**config.mk**
```make
export PLATFORM = sky130hd
export DESIGN_NAME = dual_esc_throttle_ramp_controller_flat
export DESIGN_NICKNAME = d
export VERILOG_FILES = /design/src/sv/detrc_pkg.sv /design/src/sv/detrc_if.sv /design/src/sv/detrc_target.sv /design/src/sv/detrc_core.sv /design/src/sv/detrc_duty.sv /design/src/sv/dual_esc_throttle_ramp_controller.sv /design/src/flat_wrapper.sv
export SDC_FILE = /design/constraint.sdc
export NUM_CORES = 2
export LEC_CHECK = 0
export BUFFER_PORTS_ARGS = -buffer_cell sky130_fd_sc_hd__buf_4
export CAP_MARGIN = 10
export CORE_MARGIN = 2
export CORE_UTILIZATION = 50
export CTS_BUF_LIST = sky130_fd_sc_hd__clkbuf_8
export CTS_CLUSTER_DIAMETER = 80
export CTS_CLUSTER_SIZE = 28
export DETAILED_ROUTE_END_ITERATION = 8
export PLACE_DENSITY_LB_ADDON = 0.3
export SYNTH_ARGS = -nofsm -noshare
export SYNTH_HDL_FRONTEND = slang
export SYNTH_SLANG_ARGS = --single-unit
```
**constraint.sdc**
```tcl
create_clock -name clk -period 8.8 [get_ports clk]
set_input_delay 1.32 -clock clk [delete_from_list [all_inputs] [get_ports clk]]
set_output_delay 1.32 -clock clk [all_outputs]
set_load 0.1 [all_outputs]
```
**src/sv/detrc_pkg.sv**
```systemverilog
// Shared types, constants and helpers of the dual ESC throttle ramp controller.
`default_nettype none

package detrc_pkg;

	localparam int ACT_W   = 2;
	localparam int PCT_W   = 8;
	localparam int PULSE_W = 12;
	localparam int STEP_W  = 9;
	localparam int MS_W    = 16;
	localparam int PER_W   = 8;
	localparam int CNT_W   = 17;
	localparam int REG_IDX_W = 3;
	localparam int CFG_DATA_W = 16;

	localparam int DUTY_BITS_DEF = 16;
	localparam int PERIOD_US_DEF = 20000;

	// item action codes
	localparam logic [ACT_W-1:0] ACT_TICK    = 2'd0;
	localparam logic [ACT_W-1:0] ACT_CMD     = 2'd1;
	localparam logic [ACT_W-1:0] ACT_NEUTRAL = 2'd2;

	// register indexes
	localparam logic [REG_IDX_W-1:0] REG_NEUTRAL = 3'd0;
	localparam logic [REG_IDX_W-1:0] REG_FORWARD = 3'd1;
	localparam logic [REG_IDX_W-1:0] REG_REVERSE = 3'd2;
	localparam logic [REG_IDX_W-1:0] REG_STEP    = 3'd3;
	localparam logic [REG_IDX_W-1:0] REG_HOLD    = 3'd4;
	localparam logic [REG_IDX_W-1:0] REG_TIMEOUT = 3'd5;
	localparam logic [REG_IDX_W-1:0] REG_PERIOD  = 3'd6;

	localparam logic [PULSE_W-1:0] RST_NEUTRAL = 12'd1500;
	localparam logic [PULSE_W-1:0] RST_FORWARD = 12'd2000;
	localparam logic [PULSE_W-1:0] RST_REVERSE = 12'd1000;
	localparam logic [STEP_W-1:0]  RST_STEP    = 9'd5;
	localparam logic [MS_W-1:0]    RST_HOLD    = 16'd1500;
	localparam logic [MS_W-1:0]    RST_TIMEOUT = 16'd1000;
	localparam logic [PER_W-1:0]   RST_PERIOD  = 8'd20;

	localparam logic [CNT_W-1:0] CNT_MAX = '1;
	localparam logic [PER_W-1:0] PER_MAX = '1;

	localparam logic signed [PCT_W-1:0] PCT_MAX = 8'sd100;
	localparam logic signed [PCT_W-1:0] PCT_MIN = -8'sd100;

	// x/100 = (x*DIV100_MUL) >> DIV100_SHIFT, exact for x below 493447
	localparam int PROD_W = 19;
	localparam int DIV100_SHIFT = 25;
	localparam int DIV100_MUL_W = 19;
	localparam logic [DIV100_MUL_W-1:0] DIV100_MUL = 19'd335545;

	// cycles the target pipeline needs after a request or register change
	localparam logic [1:0] HOLD_CYCLES = 2'd2;

	typedef struct packed {
		logic [PULSE_W-1:0] neutral;
		logic [PULSE_W-1:0] forward;
		logic [PULSE_W-1:0] reverse;
		logic [STEP_W-1:0]  step;
		logic [MS_W-1:0]    hold;
		logic [MS_W-1:0]    timeout;
		logic [PER_W-1:0]   period;
	} cfg_t;

	typedef struct packed {
		logic [PULSE_W-1:0] pulse_l;
		logic [PULSE_W-1:0] pulse_r;
		logic armed;
		logic fresh;
		logic updated;
		logic fault;
		logic by_button;
	} res_t;

	// reverse limit is tested first, so misordered limits behave as specified
	function automatic logic [PULSE_W-1:0] limit_pulse(input logic signed [PULSE_W+1:0] x,
			input logic [PULSE_W-1:0] rev, input logic [PULSE_W-1:0] fwd);
		logic [PULSE_W-1:0] r;
		if (x < $signed({2'b00, rev})) begin
			r = rev;
		end else if (x > $signed({2'b00, fwd})) begin
			r = fwd;
		end else begin
			r = x[PULSE_W-1:0];
		end
		return r;
	endfunction

endpackage

`default_nettype wire

```
**src/sv/detrc_if.sv**
```systemverilog
// Valid/ready channel interfaces for throttle items and result items.
`default_nettype none

interface detrc_in_if;
	import detrc_pkg::*;

	logic                    valid;
	logic                    ready;
	logic [ACT_W-1:0]        action;
	logic                    button_pressed;
	logic                    arm_request;
	logic signed [PCT_W-1:0] left_percent;
	logic signed [PCT_W-1:0] right_percent;

	modport source (
		output valid, action, button_pressed, arm_request, left_percent, right_percent,
		input  ready
	);
	modport sink (
		input  valid, action, button_pressed, arm_request, left_percent, right_percent,
		output ready
	);
endinterface

interface detrc_out_if #(
	parameter int DUTY_BITS = detrc_pkg::DUTY_BITS_DEF
);
	import detrc_pkg::*;

	logic                 valid;
	logic                 ready;
	logic [PULSE_W-1:0]   left_pulse_us;
	logic [PULSE_W-1:0]   right_pulse_us;
	logic [DUTY_BITS-1:0] left_duty;
	logic [DUTY_BITS-1:0] right_duty;
	logic                 is_armed;
	logic                 command_fresh;
	logic                 control_updated;
	logic                 timeout_fault;
	logic                 button_armed;

	modport source (
		output valid, left_pulse_us, right_pulse_us, left_duty, right_duty, is_armed,
		       command_fresh, control_updated, timeout_fault, button_armed,
		input  ready
	);
	modport sink (
		input  valid, left_pulse_us, right_pulse_us, left_duty, right_duty, is_armed,
		       command_fresh, control_updated, timeout_fault, button_armed,
		output ready
	);
endinterface

`default_nettype wire

```
**src/sv/detrc_target.sv**
```systemverilog
// Two-stage target pulse pipeline: scales one channel's request to a limited pulse.
`default_nettype none

module detrc_target (
	input  wire logic                              clk,
	input  wire logic                              arst_n,
	input  wire detrc_pkg::cfg_t                   cfg,
	input  wire logic signed [detrc_pkg::PCT_W-1:0] request,
	output logic [detrc_pkg::PULSE_W-1:0]          target
);
	import detrc_pkg::*;

	localparam int FULL_W = PROD_W + DIV100_MUL_W;

	logic                      nonneg;
	logic [PCT_W-2:0]          pct_mag;
	logic signed [PULSE_W:0]   span;
	logic [PULSE_W-1:0]        span_mag;
	logic [PROD_W-1:0]         prod_d;
	logic                      sub_d;

	logic [PROD_W-1:0]         prod_q;
	logic                      sub_q;

	logic [FULL_W-1:0]         quo_full;
	logic [PULSE_W-1:0]        quo;
	logic signed [PULSE_W+1:0] tgt_raw;
	logic [PULSE_W-1:0]        target_q;

	// stage 1: |span| * |percent|, with the sign of the final offset kept aside
	always_comb begin
		nonneg  = ~request[PCT_W-1];
		pct_mag = nonneg ? request[PCT_W-2:0] : (PCT_W-1)'(-request);
		if (nonneg) begin
			span = $signed({1'b0, cfg.forward}) - $signed({1'b0, cfg.neutral});
		end else begin
			span = $signed({1'b0, cfg.neutral}) - $signed({1'b0, cfg.reverse});
		end
		span_mag = span[PULSE_W] ? PULSE_W'(-span) : span[PULSE_W-1:0];
		prod_d   = PROD_W'(span_mag) * PROD_W'(pct_mag);
		sub_d    = span[PULSE_W] ^ request[PCT_W-1];
	end

	always_ff @(posedge clk or negedge arst_n) begin
		if (!arst_n) begin
			prod_q <= '0;
			sub_q  <= 1'b0;
		end else begin
			prod_q <= prod_d;
			sub_q  <= sub_d;
		end
	end

	// stage 2: divide by 100 (truncating magnitude), offset from neutral, clamp
	always_comb begin
		quo_full = FULL_W'(prod_q) * FULL_W'(DIV100_MUL);
		quo      = quo_full[DIV100_SHIFT+PULSE_W-1:DIV100_SHIFT];
		if (sub_q) begin
			tgt_raw = $signed({2'b00, cfg.neutral}) - $signed({2'b00, quo});
		end else begin
			tgt_raw = $signed({2'b00, cfg.neutral}) + $signed({2'b00, quo});
		end
	end

	always_ff @(posedge clk or negedge arst_n) begin
		if (!arst_n) begin
			target_q <= RST_NEUTRAL;
		end else begin
			target_q <= limit_pulse(tgt_raw, cfg.reverse, cfg.forward);
		end
	end

	assign target = target_q;

endmodule

`default_nettype wire

```
**src/sv/detrc_core.sv**
```systemverilog
// Control state: arm button, command timeout, period counter and pulse slew.
`default_nettype none

module detrc_core (
	input  wire logic                               clk,
	input  wire logic                               arst_n,
	input  wire detrc_pkg::cfg_t                    cfg,
	input  wire logic                               cfg_wen,
	detrc_in_if.sink                                item,
	input  wire logic [detrc_pkg::PULSE_W-1:0]      target_l,
	input  wire logic [detrc_pkg::PULSE_W-1:0]      target_r,
	input  wire logic                               s2_free,
	output logic signed [detrc_pkg::PCT_W-1:0]      request_l,
	output logic signed [detrc_pkg::PCT_W-1:0]      request_r,
	output detrc_pkg::res_t                         res_s1,
	output logic                                    valid_s1
);
	import detrc_pkg::*;

	logic                    armed_q, armed_n;
	logic signed [PCT_W-1:0] req_l_q, req_l_n, req_r_q, req_r_n;
	logic [PULSE_W-1:0]      pulse_l_q, pulse_l_n, pulse_r_q, pulse_r_n;
	logic [CNT_W-1:0]        press_q, press_n;
	logic                    seen_q, seen_n;
	logic [CNT_W-1:0]        age_q, age_n;
	logic [PER_W-1:0]        period_q, period_n;
	logic [1:0]              hold_q;

	logic               take_in;
	logic               updated, fault, by_button, fresh_t, drive, cmd_ok;
	logic [PULSE_W-1:0] lim_neutral, tl, tr;
	res_t               res_d;

	function automatic logic [PULSE_W-1:0] slew(input logic [PULSE_W-1:0] cur,
			input logic [PULSE_W-1:0] tgt, input logic [STEP_W-1:0] step);
		logic [PULSE_W:0]          up;
		logic signed [PULSE_W+1:0] dn;
		logic [PULSE_W-1:0]        r;
		up = {1'b0, cur} + (PULSE_W+1)'(step);
		dn = $signed({2'b00, cur}) - $signed((PULSE_W+2)'(step));
		if (cur < tgt) begin
			r = (up < {1'b0, tgt}) ? up[PULSE_W-1:0] : tgt;
		end else if (cur > tgt) begin
			r = (dn > $signed({2'b00, tgt})) ? dn[PULSE_W-1:0] : tgt;
		end else begin
			r = cur;
		end
		return r;
	endfunction

	assign item.ready = (~valid_s1 | s2_free) & (hold_q == 2'd0);
	assign take_in    = item.valid & item.ready;

	assign lim_neutral = limit_pulse($signed({2'b00, cfg.neutral}), cfg.reverse, cfg.forward);

	always_comb begin
		armed_n   = armed_q;
		req_l_n   = req_l_q;
		req_r_n   = req_r_q;
		pulse_l_n = pulse_l_q;
		pulse_r_n = pulse_r_q;
		press_n   = press_q;
		seen_n    = seen_q;
		age_n     = age_q;
		period_n  = period_q;
		updated   = 1'b0;
		fault     = 1'b0;
		by_button = 1'b0;
		fresh_t   = 1'b0;
		drive     = 1'b0;
		tl        = lim_neutral;
		tr        = lim_neutral;
		cmd_ok    = (item.left_percent >= PCT_MIN) && (item.left_percent <= PCT_MAX) &&
		            (item.right_percent >= PCT_MIN) && (item.right_percent <= PCT_MAX);

		case (item.action)
			ACT_TICK: begin
				age_n    = (age_q < CNT_MAX) ? age_q + 1'b1 : age_q;
				period_n = (period_q < PER_MAX) ? period_q + 1'b1 : period_q;

				if (!item.button_pressed) begin
					press_n = '0;
				end else if (press_q == '0) begin
					press_n = CNT_W'(1);
				end else begin
					press_n = (press_q < CNT_MAX) ? press_q + 1'b1 : press_q;
					if (!armed_q && ((press_n - 1'b1) >= {1'b0, cfg.hold})) begin
						armed_n   = 1'b1;
						by_button = 1'b1;
					end
				end

				fresh_t = seen_q && (age_n <= {1'b0, cfg.timeout});
				if (armed_n && !fresh_t) begin
					armed_n = 1'b0;
					req_l_n = '0;
					req_r_n = '0;
					fault   = 1'b1;
				end

				if (period_n >= cfg.period) begin
					// target pipeline follows req_*_q; a fault-cleared request never drives
					drive     = armed_n && fresh_t;
					tl        = drive ? target_l : lim_neutral;
					tr        = drive ? target_r : lim_neutral;
					period_n  = '0;
					pulse_l_n = slew(pulse_l_q, tl, cfg.step);
					pulse_r_n = slew(pulse_r_q, tr, cfg.step);
					updated   = 1'b1;
				end
			end
			ACT_CMD: begin
				if (cmd_ok) begin
					armed_n = item.arm_request;
					req_l_n = item.arm_request ? item.left_percent : '0;
					req_r_n = item.arm_request ? item.right_percent : '0;
					seen_n  = 1'b1;
					age_n   = '0;
				end
			end
			ACT_NEUTRAL: begin
				armed_n   = 1'b0;
				req_l_n   = '0;
				req_r_n   = '0;
				pulse_l_n = cfg.neutral;
				pulse_r_n = cfg.neutral;
			end
			default: begin
			end
		endcase

		res_d.pulse_l   = pulse_l_n;
		res_d.pulse_r   = pulse_r_n;
		res_d.armed     = armed_n;
		res_d.fresh     = seen_n && (age_n <= {1'b0, cfg.timeout});
		res_d.updated   = updated;
		res_d.fault     = fault;
		res_d.by_button = by_button;
	end

	always_ff @(posedge clk or negedge arst_n) begin
		if (!arst_n) begin
			armed_q   <= 1'b0;
			req_l_q   <= '0;
			req_r_q   <= '0;
			pulse_l_q <= RST_NEUTRAL;
			pulse_r_q <= RST_NEUTRAL;
			press_q   <= '0;
			seen_q    <= 1'b0;
			age_q     <= '0;
			period_q  <= '0;
		end else if (take_in) begin
			armed_q   <= armed_n;
			req_l_q   <= req_l_n;
			req_r_q   <= req_r_n;
			pulse_l_q <= pulse_l_n;
			pulse_r_q <= pulse_r_n;
			press_q   <= press_n;
			seen_q    <= seen_n;
			age_q     <= age_n;
			period_q  <= period_n;
		end
	end

	// requests or registers changed: let the target pipeline settle first
	always_ff @(posedge clk or negedge arst_n) begin
		if (!arst_n) begin
			hold_q <= 2'd0;
		end else if (cfg_wen ||
				(take_in && (item.action == ACT_CMD || item.action == ACT_NEUTRAL))) begin
			hold_q <= HOLD_CYCLES;
		end else if (hold_q != 2'd0) begin
			hold_q <= hold_q - 1'b1;
		end
	end

	always_ff @(posedge clk or negedge arst_n) begin
		if (!arst_n) begin
			valid_s1 <= 1'b0;
		end else if (~valid_s1 | s2_free) begin
			valid_s1 <= take_in;
		end
	end

	always_ff @(posedge clk) begin
		if (take_in) begin
			res_s1 <= res_d;
		end
	end

	assign request_l = req_l_q;
	assign request_r = req_r_q;

endmodule

`default_nettype wire

```
**src/sv/detrc_duty.sv**
```systemverilog
// Output stage: converts both pulses to PWM compare values and holds the result.
`default_nettype none

module detrc_duty #(
	parameter int DUTY_BITS = detrc_pkg::DUTY_BITS_DEF,
	parameter int PERIOD_US = detrc_pkg::PERIOD_US_DEF
) (
	input  wire logic            clk,
	input  wire logic            arst_n,
	input  wire logic            valid_s1,
	input  wire detrc_pkg::res_t res_s1,
	output logic                 s2_free,
	detrc_out_if.source          result
);
	import detrc_pkg::*;

	// pulse*TOP/PERIOD_US by reciprocal: exact since x*err < 2^DK for all x < 2^XW
	localparam int XW = PULSE_W + DUTY_BITS;
	localparam int DK = XW + $clog2(PERIOD_US);
	localparam int MW = XW + 2;
	localparam int PW = XW + MW;
	localparam int QW = PW - DK;
	localparam int CW = QW + DUTY_BITS;
	localparam logic [MW-1:0] DMUL =
		MW'(((64'd1 << DK) + 64'(PERIOD_US) - 64'd1) / 64'(PERIOD_US));
	localparam logic [DUTY_BITS-1:0] TOP = '1;

	logic                 valid_s2;
	res_t                 res_s2;
	logic [DUTY_BITS-1:0] duty_l_s2, duty_r_s2;

	function automatic logic [DUTY_BITS-1:0] to_duty(input logic [PULSE_W-1:0] p);
		logic [XW-1:0]        scaled;
		logic [PW-1:0]        full;
		logic [QW-1:0]        quo;
		logic [DUTY_BITS-1:0] r;
		scaled = (XW'(p) << DUTY_BITS) - XW'(p);
		full   = PW'(scaled) * PW'(DMUL);
		quo    = full[PW-1:DK];
		r      = (CW'(quo) > CW'(TOP)) ? TOP : DUTY_BITS'(quo);
		return r;
	endfunction

	assign s2_free = ~valid_s2 | result.ready;

	always_ff @(posedge clk or negedge arst_n) begin
		if (!arst_n) begin
			valid_s2 <= 1'b0;
		end else if (s2_free) begin
			valid_s2 <= valid_s1;
		end
	end

	always_ff @(posedge clk) begin
		if (s2_free && valid_s1) begin
			res_s2    <= res_s1;
			duty_l_s2 <= to_duty(res_s1.pulse_l);
			duty_r_s2 <= to_duty(res_s1.pulse_r);
		end
	end

	assign result.valid           = valid_s2;
	assign result.left_pulse_us   = res_s2.pulse_l;
	assign result.right_pulse_us  = res_s2.pulse_r;
	assign result.left_duty       = duty_l_s2;
	assign result.right_duty      = duty_r_s2;
	assign result.is_armed        = res_s2.armed;
	assign result.command_fresh   = res_s2.fresh;
	assign result.control_updated = res_s2.updated;
	assign result.timeout_fault   = res_s2.fault;
	assign result.button_armed    = res_s2.by_button;

endmodule

`default_nettype wire

```
**src/sv/dual_esc_throttle_ramp_controller.sv**
```systemverilog
// Dual ESC throttle controller top level: register file and block wiring.
//
// item channel: millisecond ticks (with arm button level), throttle commands and
// force-neutral events, one transfer per valid&ready edge.
// result channel: one result per item, in order: both pulses in us, both PWM
// compare values, armed and fresh state, and the event flags of the tick.
// cfg port: cfg_wen writes cfg_wdata into register cfg_index at the clock edge;
// indexes past the last register are dropped.
// A result passes the state stage, then the duty output register, before it is
// presented on the result channel.
// Throughput: one item per cycle unless held or stalled. After a command, a
// force-neutral item or a register write, the item channel stays not ready while
// the two-stage target scaler (multiply, then divide by 100) picks up the new values.
// Reset (arst_n low): disarmed, requests zero, pulses 1500 us, counters zero,
// registers back to their defaults, no result pending.
// Receiver stall: results wait in the output register; one more result waits in
// the state stage, after which the item channel stops accepting.
`default_nettype none

module dual_esc_throttle_ramp_controller #(
	parameter int DUTY_BITS = detrc_pkg::DUTY_BITS_DEF,
	parameter int PERIOD_US = detrc_pkg::PERIOD_US_DEF
) (
	input  wire logic                               clk,
	input  wire logic                               arst_n,
	input  wire logic                               cfg_wen,
	input  wire logic [detrc_pkg::REG_IDX_W-1:0]    cfg_index,
	input  wire logic [detrc_pkg::CFG_DATA_W-1:0]   cfg_wdata,
	detrc_in_if.sink                                item,
	detrc_out_if.source                             result
);
	import detrc_pkg::*;

	cfg_t                    cfg_q;
	logic signed [PCT_W-1:0] request_l, request_r;
	logic [PULSE_W-1:0]      target_l, target_r;
	logic                    s2_free;
	logic                    valid_s1;
	res_t                    res_s1;

	always_ff @(posedge clk or negedge arst_n) begin
		if (!arst_n) begin
			cfg_q.neutral <= RST_NEUTRAL;
			cfg_q.forward <= RST_FORWARD;
			cfg_q.reverse <= RST_REVERSE;
			cfg_q.step    <= RST_STEP;
			cfg_q.hold    <= RST_HOLD;
			cfg_q.timeout <= RST_TIMEOUT;
			cfg_q.period  <= RST_PERIOD;
		end else if (cfg_wen) begin
			case (cfg_index)
				REG_NEUTRAL: cfg_q.neutral <= cfg_wdata[PULSE_W-1:0];
				REG_FORWARD: cfg_q.forward <= cfg_wdata[PULSE_W-1:0];
				REG_REVERSE: cfg_q.reverse <= cfg_wdata[PULSE_W-1:0];
				REG_STEP:    cfg_q.step    <= cfg_wdata[STEP_W-1:0];
				REG_HOLD:    cfg_q.hold    <= cfg_wdata[MS_W-1:0];
				REG_TIMEOUT: cfg_q.timeout <= cfg_wdata[MS_W-1:0];
				REG_PERIOD:  cfg_q.period  <= cfg_wdata[PER_W-1:0];
				default: begin
				end
			endcase
		end
	end

	detrc_core u_core (
		.clk       (clk),
		.arst_n    (arst_n),
		.cfg       (cfg_q),
		.cfg_wen   (cfg_wen),
		.item      (item),
		.target_l  (target_l),
		.target_r  (target_r),
		.s2_free   (s2_free),
		.request_l (request_l),
		.request_r (request_r),
		.res_s1    (res_s1),
		.valid_s1  (valid_s1)
	);

	detrc_target u_target_l (
		.clk     (clk),
		.arst_n  (arst_n),
		.cfg     (cfg_q),
		.request (request_l),
		.target  (target_l)
	);

	detrc_target u_target_r (
		.clk     (clk),
		.arst_n  (arst_n),
		.cfg     (cfg_q),
		.request (request_r),
		.target  (target_r)
	);

	detrc_duty #(
		.DUTY_BITS (DUTY_BITS),
		.PERIOD_US (PERIOD_US)
	) u_duty (
		.clk      (clk),
		.arst_n   (arst_n),
		.valid_s1 (valid_s1),
		.res_s1   (res_s1),
		.s2_free  (s2_free),
		.result   (result)
	);

endmodule

`default_nettype wire
```
**src/flat_wrapper.sv**
```systemverilog
// flat-port wrapper written by rule: the top's interface ports become plain ports
module dual_esc_throttle_ramp_controller_flat import detrc_pkg::*;
#(
	parameter int DUTY_BITS = detrc_pkg::DUTY_BITS_DEF,
	parameter int PERIOD_US = detrc_pkg::PERIOD_US_DEF
)
  (clk, arst_n, cfg_wen, cfg_index, cfg_wdata, item_valid, item_action, item_button_pressed, item_arm_request, item_left_percent, item_right_percent, item_ready, result_valid, result_left_pulse_us, result_right_pulse_us, result_left_duty, result_right_duty, result_is_armed, result_command_fresh, result_control_updated, result_timeout_fault, result_button_armed, result_ready);
  detrc_in_if item_i ();
  detrc_out_if #(.DUTY_BITS(DUTY_BITS)) result_i ();
  input  wire logic clk;
  input  wire logic arst_n;
  input  wire logic cfg_wen;
  input  wire logic [detrc_pkg::REG_IDX_W-1:0] cfg_index;
  input  wire logic [detrc_pkg::CFG_DATA_W-1:0] cfg_wdata;
  input wire logic [$bits(item_i.valid)-1:0] item_valid;
  input wire logic [$bits(item_i.action)-1:0] item_action;
  input wire logic [$bits(item_i.button_pressed)-1:0] item_button_pressed;
  input wire logic [$bits(item_i.arm_request)-1:0] item_arm_request;
  input wire logic [$bits(item_i.left_percent)-1:0] item_left_percent;
  input wire logic [$bits(item_i.right_percent)-1:0] item_right_percent;
  output wire logic [$bits(item_i.ready)-1:0] item_ready;
  output wire logic [$bits(result_i.valid)-1:0] result_valid;
  output wire logic [$bits(result_i.left_pulse_us)-1:0] result_left_pulse_us;
  output wire logic [$bits(result_i.right_pulse_us)-1:0] result_right_pulse_us;
  output wire logic [$bits(result_i.left_duty)-1:0] result_left_duty;
  output wire logic [$bits(result_i.right_duty)-1:0] result_right_duty;
  output wire logic [$bits(result_i.is_armed)-1:0] result_is_armed;
  output wire logic [$bits(result_i.command_fresh)-1:0] result_command_fresh;
  output wire logic [$bits(result_i.control_updated)-1:0] result_control_updated;
  output wire logic [$bits(result_i.timeout_fault)-1:0] result_timeout_fault;
  output wire logic [$bits(result_i.button_armed)-1:0] result_button_armed;
  input wire logic [$bits(result_i.ready)-1:0] result_ready;
  assign item_i.valid = item_valid;
  assign item_i.action = item_action;
  assign item_i.button_pressed = item_button_pressed;
  assign item_i.arm_request = item_arm_request;
  assign item_i.left_percent = item_left_percent;
  assign item_i.right_percent = item_right_percent;
  assign item_ready = item_i.ready;
  assign result_valid = result_i.valid;
  assign result_left_pulse_us = result_i.left_pulse_us;
  assign result_right_pulse_us = result_i.right_pulse_us;
  assign result_left_duty = result_i.left_duty;
  assign result_right_duty = result_i.right_duty;
  assign result_is_armed = result_i.is_armed;
  assign result_command_fresh = result_i.command_fresh;
  assign result_control_updated = result_i.control_updated;
  assign result_timeout_fault = result_i.timeout_fault;
  assign result_button_armed = result_i.button_armed;
  assign result_i.ready = result_ready;
  dual_esc_throttle_ramp_controller #(.DUTY_BITS(DUTY_BITS), .PERIOD_US(PERIOD_US)) u_core (.clk(clk), .arst_n(arst_n), .cfg_wen(cfg_wen), .cfg_index(cfg_index), .cfg_wdata(cfg_wdata), .item(item_i), .result(result_i));
endmodule
```
; ---- Word level (Yosys, flattened, before mapping)
; Index checks and enable logic that the tools add are counted.
[op_classes]
add_sub_neg = 21
mul = 6
n_lt_le_gt_ge = 25
n_eq_ne = 10
mux = 58
bitwise_logic = 10
reduce_logical = 31
[ops]
columns = operator, n
row1 = two-way mux 12 bit, 20
row2 = "multiplier 28 x 27 -> 55 bit, second input constant", 2
row3 = two-way mux 17 bit, 5
row4 = "multiplier 19 x 19 -> 37 bit, second input constant", 2
row5 = two-way mux 8 bit, 7
row6 = subtractor 28 x 12 -> 28 bit, 2
row7 = subtractor 12 x 12 -> 13 bit, 4
row8 = one-hot mux 12 bit (2 select lines), 2
row9 = one-hot mux 8 bit (3 select lines), 2
row10 = multiplier 12 x 7 -> 19 bit, 2
row11 = greater-than comparator 12 bit, 3
row12 = < comparator 12 bit, 3
row13 = "adder 17 x 1 -> 17 bit, second input constant", 2
row14 = <= comparator 17 x 16 -> 1 bit, 2
row15 = "< comparator 17 bit, second input constant", 2
row16 = one-hot mux 17 bit (2 select lines), 1
row17 = greater-than comparator 14 x 13 -> 1 bit, 2
row18 = < comparator 14 x 13 -> 1 bit, 2
row19 = two-way mux 14 bit, 2
row20 = adder 12 x 12 -> 13 bit, 2
row21 = adder 12 x 9 -> 13 bit, 2
row22 = greater-than comparator 13 bit, 2
row23 = < comparator 13 x 12 -> 1 bit, 2
row24 = two-way mux 13 bit, 2
row25 = other kinds (36), 84
[totals]
register_bits = 323
out_inout_bits = 63

; ---- Longest topological paths before layout
[depth]
depth_word = 20
depth_mapped = 44
ltp_nobuf = 43

; ---- Hierarchy
; Synthesis repeated with hierarchy kept, for this count alone.
[hier_totals]
hier_cells = 8062
area_unflattened_um2 = 73963.4
[modules_own_cells]
columns = mod, instances, cells_each, area_per_inst_um2, seq_area_each_um2
row1 = detrc_duty, 1, 3087, 29714.7, 1736.7
row2 = detrc_target at u_core.u_target_r, 1, 1548, 13630.6, 809.5
row3 = detrc_core, 1, 1709, 13628.1, 3065.4
row4 = detrc_target at u_core.u_target_l, 1, 1534, 13487.9, 809.5
row5 = dual_esc_throttle_ramp_controller, 1, 184, 3502.1, 2172.1

; ---- Worst setup path after synthesis
; No wires, ideal clock.
[synth_path]
path_type = register to register
from = register u_core.u_target_l.prod_q[10]
to = register u_core.u_target_l.target_q[1] (netlist: u_core.u_target_l.target[1])
setup_ps = 150
t_arrival_ps = 9027
required_time_ps = 8650
path_slack_ps = -377
stages_incl_launch_ff = 39
period_less_slack_ps = 9177
cell_sequence = dfrtp_1 -> inv_1 -> fa_1 -> inv_1 -> ha_1 -> inv_1 -> fa_1 -> inv_1 -> fa_1 -> fa_1 -> inv_1 -> fa_1 -> inv_1 -> ha_1 -> inv_1 -> o221ai_1 -> a21o_1 -> a21o_1 -> (+3 left out) -> nor3_1 -> or3_1 -> a21o_1 -> xor2_1 -> ha_1 -> inv_1 -> a221o_1 -> a221o_1 -> xor2_1 -> mux2i_1 -> ha_1 -> nand4_1 -> nor4_1 -> a21oi_1 -> o21ai_0 -> buf_1 -> mux2i_1 -> o21ai_0
[synth_between]
elab_chain_cells = 6
[synth_lines]
columns = item, line_no
row1 = from (decl), detrc_target.sv:22  ; logic [PROD_W-1:0] prod_q;
row2 = from (signal assigned), detrc_target.sv:49  ; prod_q <= prod_d;
row3 = multiplier 19 x 19 -> 37 bit (*), detrc_target.sv:56  ; quo_full = FULL_W'(prod_q) * FULL_W'(DIV100_MUL);
row4 = adder 12 x 12 -> 13 bit / subtractor 12 x 12 -> 13 bit (equally long branches), "detrc_target.sv:61, detrc_target.sv:59"
row5 = two-way mux 14 bit (*), detrc_target.sv:58  ; if (sub_q) begin
row6 = greater-than comparator 14 x 13 -> 1 bit, detrc_pkg.sv:82  ; end else if (x > $signed({2'b00, fwd})) begin
row7 = two-way mux 12 bit, detrc_pkg.sv:82
row8 = two-way mux 12 bit (*), detrc_pkg.sv:80  ; if (x < $signed({2'b00, rev})) begin
row9 = to (signal assigned), detrc_target.sv:69  ; target_q <= limit_pulse(tgt_raw, cfg.reverse, cfg.forward);
row10 = to (decl), detrc_target.sv:28  ; logic [PULSE_W-1:0] target_q;
; Mark *: on every way between the ends. The rest lies on a longest branch, timed or not.
; A chain may end at the register's enable or synchronous reset.

; ---- Worst setup path in the final report
[layout_path]
from = register u_core.u_target_l.prod_q[13]
to = register u_core.u_target_l.target_q[5] (netlist: u_core.u_target_l.target[5])
; The elaborated chain is that of the path after synthesis.

==> qor.csv <==
stage,metric,value,unit
setup_path,cp.arrival,9400,ps
cells_and_area,layout_commonest_cell,inv_1,
drt,drt-initial-drc-count,3503,
logic_synthesis,synth_ff_type,dfrtp_1,
sta,worstMarginPinSlew,1165,ps
drt,vias,52840,
cells_and_area,fin_area,79590,um2
die,floorplan.initialDensity,0.5029,
sta,whs,438.9,ps
place,dpl_cell_area,76600,um2
drt,post_drt_wl_per_cell,19.66,um
setup_path,crit_type,flip-flop to flip-flop,
place,hpwl,165900,um
logic_synthesis,synth_area_per_cell,9.465,um2
clocking,clock_sinks,323,
setup_path,worstReg2RegStart,u_core.u_target_l.prod_q[13],
min_path,hold_depth,0,
logic_synthesis,seq_area_frac_synth,0.1226,
clocking,cts-root-buf,clkbuf_8,
place,pre_cts_ws,-460.0,ps
logic_synthesis,synth_area_leaders,"fa_1 (30%), ha_1 (23%), inv_1 (11%), dfrtp_1 (6.2%), edfxtp_1 (3.7%)",
sta,fin_skew,150.8,ps
cells_and_area,drive_above_1_share,0.1480,
min_path,min_path_type,flip-flop to flip-flop,
min_path,worstHoldStart,u_core.u_core.res_s1[2],
place,place.gp.congestion,0.9845,
sta,rsz0062_at_grt,yes,
global_route,antenna_found_initial,2,
logic_synthesis,postSynth.asyncResetShare,0.7337,
die,die_area,143200,um2
clocking,tritoncts,built,
setup_path,worstPathMaxFanout,7,
global_route,overflow,0,
global_route,grt_usage,0.2781,
job,maxCapViolCount,0,
logic_synthesis,netlist.area_leader.share,0.3016,
die,std_cell_rows,137,
logic_synthesis,synth.cell_area,70090,um2
sta,setup_viol,0,
sta,hold_viol_final,0,
setup_path,crit_slowest_cell,fa_2,
drt,vias_per_cell,5.332,
cells_and_area,area_growth,13.56,%
setup_path,rr_endpoint,u_core.u_target_l.target[5],
sta,relSlewSlack,0.2176,
clocking,h-tree-depth,2,
place,portBuffers,102,
logic_synthesis,ys_types,95,
min_path,holdPathEnd,u_core.u_duty.result.control_updated,
drt,drc,0,
cells_and_area,fillers,12280,
global_route,grt_pass1_vias,56220,
sta,final.setup.tns,0,ps
clocking,worstSkewPairLatency,840,ps
logic_synthesis,synth_cells,7405,
die,io_pins,107,
logic_synthesis,synth_seq_cells,323,
global_route,grt_pass1_wl,310200,um
sta,finalCritPeriodShare,0.9930,
sta,post-route-min-period,8739,ps
sta,drv_slew,0,
setup_path,worstPathRequired,9460,ps
drt,drt-total-wl,194800,um
die,die_x,378.4,um
setup_path,crit_path_max_incr_delay,550,ps
cells_and_area,layout.nets,10380,
clocking,cts_buffer_depth,3,
die,die_h,378.4,um
drt,dr.pass1.iters,6,
setup_path,cp-start-kind,flip-flop,
clocking,numCtsBuffers,36,
logic_synthesis,synth_top_area_cell,fa_1,
clocking,clk_pin_slew,130,ps
setup_path,critPathCaptureType,flip-flop,
logic_synthesis,synth_edf_count,86,
setup_path,r2r.worst_path.cells,38,
logic_synthesis,ys_warn_count,0,
drt,antenna_left,0,
cells_and_area,multi_input_area,55020,um2
die,coreArea,139400,um2
outcome,status,completed,
sta,fmax,0.1144,GHz
setup_path,r2r_slack,60,ps
cells_and_area,seq_area,8607,um2
cells_and_area,layout_common_cells,"inv_1 (1911), ha_1 (1225), fa_1 (1039), buf_4 (632), nand2_1 (402)",
global_route,grt_start_max_net_pins,114,
sta,layout_setup_ws,61.18,ps
-- worst max-delay path by stage --
| stage | from | endpoint | depth (start not counted) |
|---|---|---|---|
| 2_1_floorplan | u_core.u_target_l.prod_q[10] | u_core.u_target_l.target[1] | 38 |
| 5_1_grt | u_core.u_target_l.prod_q[13] | u_core.u_target_l.target[5] | 39 |
| 6_report | u_core.u_target_l.prod_q[13] | u_core.u_target_l.target[5] | 38 |
| 4_1_cts | u_core.u_target_l.prod_q[11] | u_core.u_target_l.target[5] | 37 |
| 3_5_place_dp | u_core.u_target_l.prod_q[12] | u_core.u_target_l.target[5] | 41 |
| 3_3_place_gp | u_core.u_target_l.prod_q[12] | u_core.u_target_l.target[5] | 41 |
-- what timing repair did --
action | CTS | global route
gates resized for setup | 87 | 290
endpoints found under the setup margin | 32 | 48
buffers inserted | 13 | 61
pin swaps | 74 | 181
cloned | 1 | 1
hold buffers | 0 | 0
-- state kept, by name, summed over array words and instances (netlist names), 2 cells and up --
signal / flops
u_core.cfg_q: 85
u_core.u_core.age_q: 17
u_core.u_core.hold_q: 2
u_core.u_core.period_q: 8
u_core.u_core.press_q: 17
u_core.u_core.pulse_l_q: 12
u_core.u_core.pulse_r_q: 12
u_core.u_core.request_l: 8
u_core.u_core.request_r: 8
u_core.u_core.res_s1: 29
u_core.u_duty.result.left_duty: 14
u_core.u_duty.result.left_pulse_us: 12
u_core.u_duty.result.right_duty: 14
u_core.u_duty.result.right_pulse_us: 12
u_core.u_target_l.prod_q: 19
u_core.u_target_l.target: 12
u_core.u_target_r.prod_q: 19
u_core.u_target_r.target: 12
-- stage by stage --
step,util,cells
after global routing,0.5711,9909
after floorplan,-,7408
after detailed placement,0.5496,9767
after CTS,0.5588,9847
final,0.5711,9910
after global placement,0.5496,9767
-- critical path: cells and delay by family (launching register included) --
kind                       cells  cell delay [ps]
AOI/OAI and AO/OA             13             2300
xor gates and xnor gates       2              320
adders and majority gates      9             3610
buffers and inverters          7              690
DFF                            1              450
muxes                          2              320
and+or+nand+nor                5              810
-- Yosys cell counts, types with 11 or more instances --
master	number
ha_1	1278
o41ai_1	13
nand3_1	97
o211ai_1	27
o31ai_1	23
a31oi_1	27
nand2_1	403
o31a_1	19
clkbuf_1	93
a22o_1	16
fa_1	1056
mux2i_1	92
o2111ai_1	12
a221o_1	11
and2_1	90
a21boi_0	14
o21ai_0	285
inv_1	1965
o21bai_1	44
nor3_1	68
o21a_1	65
nand2b_1	40
dfrtp_1	173
a211oi_1	24
dfstp_2	64
xnor2_1	182
nor2_1	275
a21o_1	100
and3_1	32
or2_2	16
xor2_1	85
mux2_2	64
edfxtp_1	86
a21oi_1	242
nor4_1	16
nand4_1	40
or3_1	14
nor2b_1	46
-- area by class of cell --
| class | instances | area share |
|---|---|---|
| Multi-Input combinational cell | 4998 | 0.6913 |
| Antenna cell | 2 | 0.00006288 |
| Clock inverter | 30 | 0.004716 |
| Inverter | 1969 | 0.09302 |
| Timing Repair Buffer | 676 | 0.06705 |
| Clock buffer | 36 | 0.006225 |
| Sequential cell | 323 | 0.1081 |
| Tap cell | 1876 | 0.02949 |
-- kinds of logic (layout without fill, tap and decap cells) --
group	Yosys count	in the layout	share of synthesized area
fa+ha+maj	2334	2334	0.5298
buf+inv	2087	2711	0.1126
simple gates	1177	1177	0.07939
compound gates	1055	1055	0.09781
flops	323	323	0.1226
xor+xnor	268	268	0.03360
mux	160	160	0.02414
other cells	1	6	0.00005350
-- per-layer routing --
layer  vias up  part of all wire  global-route usage
li1      24840                 -                   -
met1     26210              0.44              0.3746
met2      1411              0.48              0.4641
met3       382             0.048             0.02948
met4         2             0.039              0.1003
met5         -          0.000082                   0
Power is not shown: default switching activity piles up to over one toggle a cycle in this logic, so the estimate is an artifact.
